==> src/occupancy_grid_ray_update_unit_assert.svh <==
// ---------------------------------------------------------------------------
// Assertion macros for the occupancy grid ray update unit
// Each macro expects signals named clk and rst in the scope where it is used.
// ---------------------------------------------------------------------------
`ifndef OCCUPANCY_GRID_RAY_UPDATE_UNIT_ASSERT_SVH
`define OCCUPANCY_GRID_RAY_UPDATE_UNIT_ASSERT_SVH

// The property must hold at every edge outside reset.
`define OGRU_ASSERT(lbl, prop, msg) \
  lbl: assert property (@(posedge clk) disable iff (rst) (prop)) else $error(msg);

// When the trigger holds, the consequence must hold in the cycle after.
`define OGRU_ASSERT_NEXT(lbl, trig, cons, msg) \
  lbl: assert property (@(posedge clk) disable iff (rst) (trig) |=> (cons)) else $error(msg);

`endif

==> src/ogru_pkg.sv <==
// ---------------------------------------------------------------------------
// ogru_pkg
// Shared types and constants of the occupancy grid ray update unit.
// ---------------------------------------------------------------------------
`default_nettype none

package ogru_pkg;

  localparam int GRID_DIM_DEFAULT = 256;

  localparam int COORD_W  = 11;
  localparam int CODE_W   = 8;
  localparam int COUNT_W  = 10;
  localparam int CFG_IDX_W = 3;

  localparam int S_TDATA_W = 48;
  localparam int M_TDATA_W = 24;

  // Register indexes of the configuration port.
  localparam logic [CFG_IDX_W-1:0] REG_HIT_PROB     = 3'd0;
  localparam logic [CFG_IDX_W-1:0] REG_MISS_PROB    = 3'd1;
  localparam logic [CFG_IDX_W-1:0] REG_PROB_FLOOR   = 3'd2;
  localparam logic [CFG_IDX_W-1:0] REG_PROB_CEILING = 3'd3;
  localparam logic [CFG_IDX_W-1:0] REG_NO_INFO_CODE = 3'd4;

  localparam logic [CODE_W-1:0] HIT_PROB_RESET     = 8'd179;
  localparam logic [CODE_W-1:0] MISS_PROB_RESET    = 8'd102;
  localparam logic [CODE_W-1:0] PROB_FLOOR_RESET   = 8'd3;
  localparam logic [CODE_W-1:0] PROB_CEILING_RESET = 8'd252;
  localparam logic [CODE_W-1:0] NO_INFO_CODE_RESET = 8'd127;

  // Operation codes of a request.
  localparam logic OP_RAY  = 1'b0;
  localparam logic OP_READ = 1'b1;

  // Fixed-point update: dividend = 510*num + den, divisor = 2*den.
  localparam int DIVIDEND_W = 26;
  localparam int DIVISOR_W  = 18;
  localparam int QUOT_W     = 9;

  localparam int QUEUE_DEPTH = 2;
  localparam int QPTR_W      = 1;
  localparam int QCNT_W      = 2;

  typedef enum logic [1:0] {
    CMD_RAY,
    CMD_READ,
    CMD_REJECT
  } cmd_kind_t;

  typedef struct packed {
    cmd_kind_t          kind;
    logic [COORD_W-1:0] robot_x;
    logic [COORD_W-1:0] robot_y;
    logic [COORD_W-1:0] end_x;
    logic [COORD_W-1:0] end_y;
  } cmd_t;

endpackage

`default_nettype wire

==> src/ogru_front.sv <==
// ---------------------------------------------------------------------------
// ogru_front
// Accepts requests, checks their coordinates and queues classified commands.
// ---------------------------------------------------------------------------
`default_nettype none

module ogru_front #(
  parameter int GRID_DIM = ogru_pkg::GRID_DIM_DEFAULT
) (
  input  wire logic                             clk,
  input  wire logic                             rst,
  input  wire logic                             s_tvalid,
  output logic                                  s_tready,
  input  wire logic [ogru_pkg::S_TDATA_W-1:0]   s_tdata,
  input  wire logic                             s_tuser,
  input  wire logic                             clear_busy,
  output ogru_pkg::cmd_t                        cmd,
  output logic                                  cmd_valid,
  input  wire logic                             cmd_pop
);
  import ogru_pkg::*;

  `include "occupancy_grid_ray_update_unit_assert.svh"

  cmd_t              q [QUEUE_DEPTH];
  logic [QPTR_W-1:0] wr_ptr;
  logic [QPTR_W-1:0] rd_ptr;
  logic [QCNT_W-1:0] q_cnt;
  logic              push;
  cmd_t              incoming;
  logic              robot_ok;
  logic              end_ok;

  function automatic logic in_grid(input logic [COORD_W-1:0] v);
    in_grid = !v[COORD_W-1] && (v < COORD_W'(GRID_DIM));
  endfunction

  always_comb begin
    incoming.robot_x = s_tdata[COORD_W-1:0];
    incoming.robot_y = s_tdata[2*COORD_W-1:COORD_W];
    incoming.end_x   = s_tdata[3*COORD_W-1:2*COORD_W];
    incoming.end_y   = s_tdata[4*COORD_W-1:3*COORD_W];
    robot_ok = in_grid(incoming.robot_x) && in_grid(incoming.robot_y);
    end_ok   = in_grid(incoming.end_x) && in_grid(incoming.end_y);
    if (s_tuser == OP_READ) begin
      incoming.kind = end_ok ? CMD_READ : CMD_REJECT;
    end else begin
      incoming.kind = (end_ok && robot_ok) ? CMD_RAY : CMD_REJECT;
    end
  end

  assign s_tready  = (q_cnt != QCNT_W'(QUEUE_DEPTH)) && !clear_busy;
  assign push      = s_tvalid && s_tready;
  assign cmd_valid = (q_cnt != '0);
  assign cmd       = q[rd_ptr];

  always_ff @(posedge clk) begin
    if (push) begin
      q[wr_ptr] <= incoming;
    end
  end

  always_ff @(posedge clk) begin
    if (rst) begin
      wr_ptr <= '0;
      rd_ptr <= '0;
      q_cnt  <= '0;
    end else begin
      if (push) begin
        wr_ptr <= wr_ptr + QPTR_W'(1);
      end
      if (cmd_pop) begin
        rd_ptr <= rd_ptr + QPTR_W'(1);
      end
      if (push && !cmd_pop) begin
        q_cnt <= q_cnt + QCNT_W'(1);
      end else if (cmd_pop && !push) begin
        q_cnt <= q_cnt - QCNT_W'(1);
      end
    end
  end

  `OGRU_ASSERT(a_cnt_bound, q_cnt <= QCNT_W'(QUEUE_DEPTH), "queue count above depth")
  `OGRU_ASSERT(a_pop_nonempty, !cmd_pop || cmd_valid, "command taken from empty queue")
  `OGRU_ASSERT_NEXT(a_push_grows, push && !cmd_pop, q_cnt == $past(q_cnt) + QCNT_W'(1),
                    "queue count did not grow on push")

endmodule

`default_nettype wire

==> config.mk <==
export PLATFORM = sky130hd
export DESIGN_NAME = ogru_front
export DESIGN_NICKNAME = d
export VERILOG_FILES = /design/src/ogru_pkg.sv /design/src/ogru_front.sv
export VERILOG_INCLUDE_DIRS = /design/src /design/src/src
export SDC_FILE = /design/constraint.sdc
export NUM_CORES = 1
export LEC_CHECK = 0
export ABC_AREA = 1
export BUFFER_PORTS_ARGS = -buffer_cell sky130_fd_sc_hd__buf_2
export CORE_MARGIN = 2
export CORE_UTILIZATION = 40
export CTS_CLUSTER_DIAMETER = 150
export CTS_CLUSTER_SIZE = 14
export DETAILED_ROUTE_END_ITERATION = 10
export GPL_TIMING_DRIVEN = 1
export PLACE_DENSITY = 0.74
export SYNTH_ARGS = -nofsm -noshare
export SYNTH_HDL_FRONTEND = slang
export SYNTH_SLANG_ARGS = --single-unit
==> constraint.sdc <==
create_clock -name clk -period 4 [get_ports clk]
set_input_delay 0.6 -clock clk [delete_from_list [all_inputs] [get_ports clk]]
set_output_delay 0.6 -clock clk [all_outputs]
set_load 0.005 [all_outputs]
==> metrics.md <==
| Metric | Value |
|---|---|
| Simple-gate share of the synthesized area | 3.01% |
| Clock buffer depth | 2 |
| NumNets Final | about 350 |
| Req. time, crit path | roughly 3.4 ns |
| Mux cell area share after synthesis | between 15 and 20% |
| Placed Cells | ~420 |
| Final hold violations | 0 |
| Mapped Area | ~3800 µm² |
| CTS tree | done |
| Worst Skew | 0.00984 ns |
| Total detailed-routing wirelength | 6230 µm |
| Port bufs | a little under 100 |
| Die height | a little over 100 µm |
| Placed Area | 4390 µm² |
| Cells after Synth | 193 |
| Starting DRT DRC Count | 43 |
| Vias | 1952 |
| Sequential fraction of the synthesis area | around three quarters |
| Row count | 35 |
| Pin count of the biggest net entering global routing | 47 |
| Post-CTS Setup Inserts | 0 |
| Clk Latency, worst-skew pair | about 0.35 ns |
| Run status | finished, final reports clean |
| Vias in the first global route | 2010 |
| CP startpoint kind | flop |
| Top Ports | 102 |
| Max Clk Rate | between 400 and 500 MHz |
| Core area | between 9000 and 10000 µm² |
| Chip width | 102 µm |
| Netlist cell types | 15 |
| Area share of fa/ha/maj cells after synthesis | 0.328% |
| Drt drc | 0 |
| Share of layout cells above drive strength 1 | between 50% and 60% |
| Diode count | 0 |
| Starting Density | 41.3% |
| Maximum level of the CTS H-tree | 3 |
| Max-slew headroom | roughly a third |
| Cts repair resizes | 0 |
| Clock transition at the registers of the reported paths | roughly 0.1 ns |
| Routability congestion estimate | between 0.6 and 0.7 |
| Max FO, Critical Path | 46 |
| Die area | 10300 µm² |
| Max Cap Viol | 0 |
| Clock root cell | clkbuf_8 |
| Crit end category | primary output |
| XOR/XNOR share of the synthesized area | 0.229% |
| P per Cell Area | between 400 and 500 nW/µm² |
| Worst slew pin tran | ~1.0 ns |
| Post-DP HPWL | 4140 µm |
| Initial antenna violation count | 0 |
| Num CTS Buffers | 9 |
| Critical Path AT | about 1.8 ns |
| RSZ-0062 raised after global routing | no |
| Setup violations, final | 0 |
| Synth Net Count | ~250 |
| Clk sink count | 97 |
| Synthesized area per cell | between 15 and 20 µm² |
| Setup TNS | 0 ns |
| Syn-to-layout area delta | 20.2% |
| GRT overflow | 0 |
| Max Slew Vio Count | 0 |
| Hold buffers post-CTS | 0 |
| Total track usage | approximately 13% |
| CP Class | reg2out |
| Post-layout minimum cycle time | roughly 2.4 ns |
| Main combinational cell family by area after synthesis | multiplexers |
| Synth Register Bits | between 90 and 100 |
| Yosys synthesis warning count | 0 |
| VDD IR max | about 0.00021 V |
| Layout fillers | 793 |
| HP Class | in2reg |
| Avg WL per Cell | 14.5 µm |
| Synth Area in Compound Gates | less than 1% |
| Leak pwr | between 1.5 and 2 nW |
| Period utilization | roughly three fifths |
| ANT nets after route | 0 |
| 1st-pass router iterations | 4 |
| Wire length of the first global-routing pass | 9650 µm |
| Non-Filler Instances | roughly 430 |
| Final instance area | 4590 µm² |
| Via/cell ratio | around 4.5 |
## metrics by stage
stage	utilization, %	worst slack (ns)	hold slack, ns	total power, W
after floorplan	-	0.845	0.480	0.00135
after global placement	47.5	1.65	0.493	0.00143
after detailed placement	47.5	1.61	0.516	0.00143
after CTS	49.7	1.53	0.412	0.00205
after global routing	49.7	1.47	0.401	0.00212
final	49.7	1.57	0.428	0.00203
## where the power goes
| group | internal, W | switching, W |
|---|---|---|
| clock | 0.000292 | 0.000330 |
| sequential | 0.00116 | 0.0000358 |
| combinational | 0.000126 | 0.0000835 |
| total | 0.00158 | 0.000449 |
## final timing paths
| check | from | to | slack [ns] | depth (start not counted) |
|---|---|---|---|---|
| setup / recovery | flop | cmd[19] | 1.57 | 2 |
| hold / removal | s_tdata[5] | q[1][38] | 0.43 | 1 |
| hold reg to reg | rd_ptr | rd_ptr | 0.53 | 2 |
| setup reg to reg | q_cnt[0] | q[0][12] | 1.94 | 5 |
## cell type report
class | count | area (µm²) | share of cell area, %
Tap cell | 129 | 161 | 3.52
Sequential cell | 97 | 2870 | 62.5
Clock inverter | 6 | 67.6 | 1.47
Inverter | 12 | 45.0 | 0.982
Clock buffer | 10 | 128 | 2.78
Timing Repair Buffer | 98 | 493 | 10.7
Multi-Input combinational cell | 79 | 827 | 18.0
## cell families after synthesis
group                    Yosys count
AND/OR/NAND/NOR                   28
AO/OA/AOI/OAI                      3
XOR/XNOR                           1
adder cells (fa/ha/maj)            1
buffers and inverters             17
multiplexers                      46
flip-flops                        97
## registers in the layout, indices dropped and copies added (netlist names), named ones only
register,flops
q_cnt,2
wr_ptr,1
rd_ptr,1
q,92
## critical path, cell delays in order (launching register included)
cell and delay (ns):
dfxtp_4 0.90, mux2_2 0.42, buf_2 0.13
## Yosys cell counts
library cell,instances,share of area (%)
a21oi_1,2,0.26
nor2_1,14,1.4
nand3_1,4,0.52
xnor2_1,1,0.23
buf_6,1,0.29
buf_12,4,2.1
edfxtp_1,92,72
nand4_1,2,0.33
dfxtp_1,5,2.6
o21ai_0,1,0.13
mux2_2,6,1.8
mux2_4,40,16
nand2_1,8,0.79
inv_1,12,1.2
ha_1,1,0.33
## cell usage in the layout (no fill, tap or decap)
cell type / n
clkinv_1: 1
mux2_2: 6
buf_2: 97
inv_1: 11
nand3_1: 4
nand2_1: 8
nand4_1: 2
o21ai_0: 1
bufinv_16: 1
clkbuf_8: 9
mux2_4: 40
edfxtp_1: 92
nor2_4: 1
dfxtp_1: 4
buf_4: 1
ha_1: 1
clkinvlp_4: 1
inv_2: 1
inv_6: 1
clkbuf_1: 1
xnor2_1: 1
dfxtp_4: 1
a21oi_1: 2
clkinv_4: 2
nor2_1: 13
## metal layers
metal	global-route usage (%)	wire length [µm]	up-vias
li1	-	-	931
met1	15.3	2690	944
met3	3.52	361	10
met5	0	0	-
met4	5.93	99	0
met2	20.7	3080	67
No activity file was read; power rests on OpenSTA's default activity.
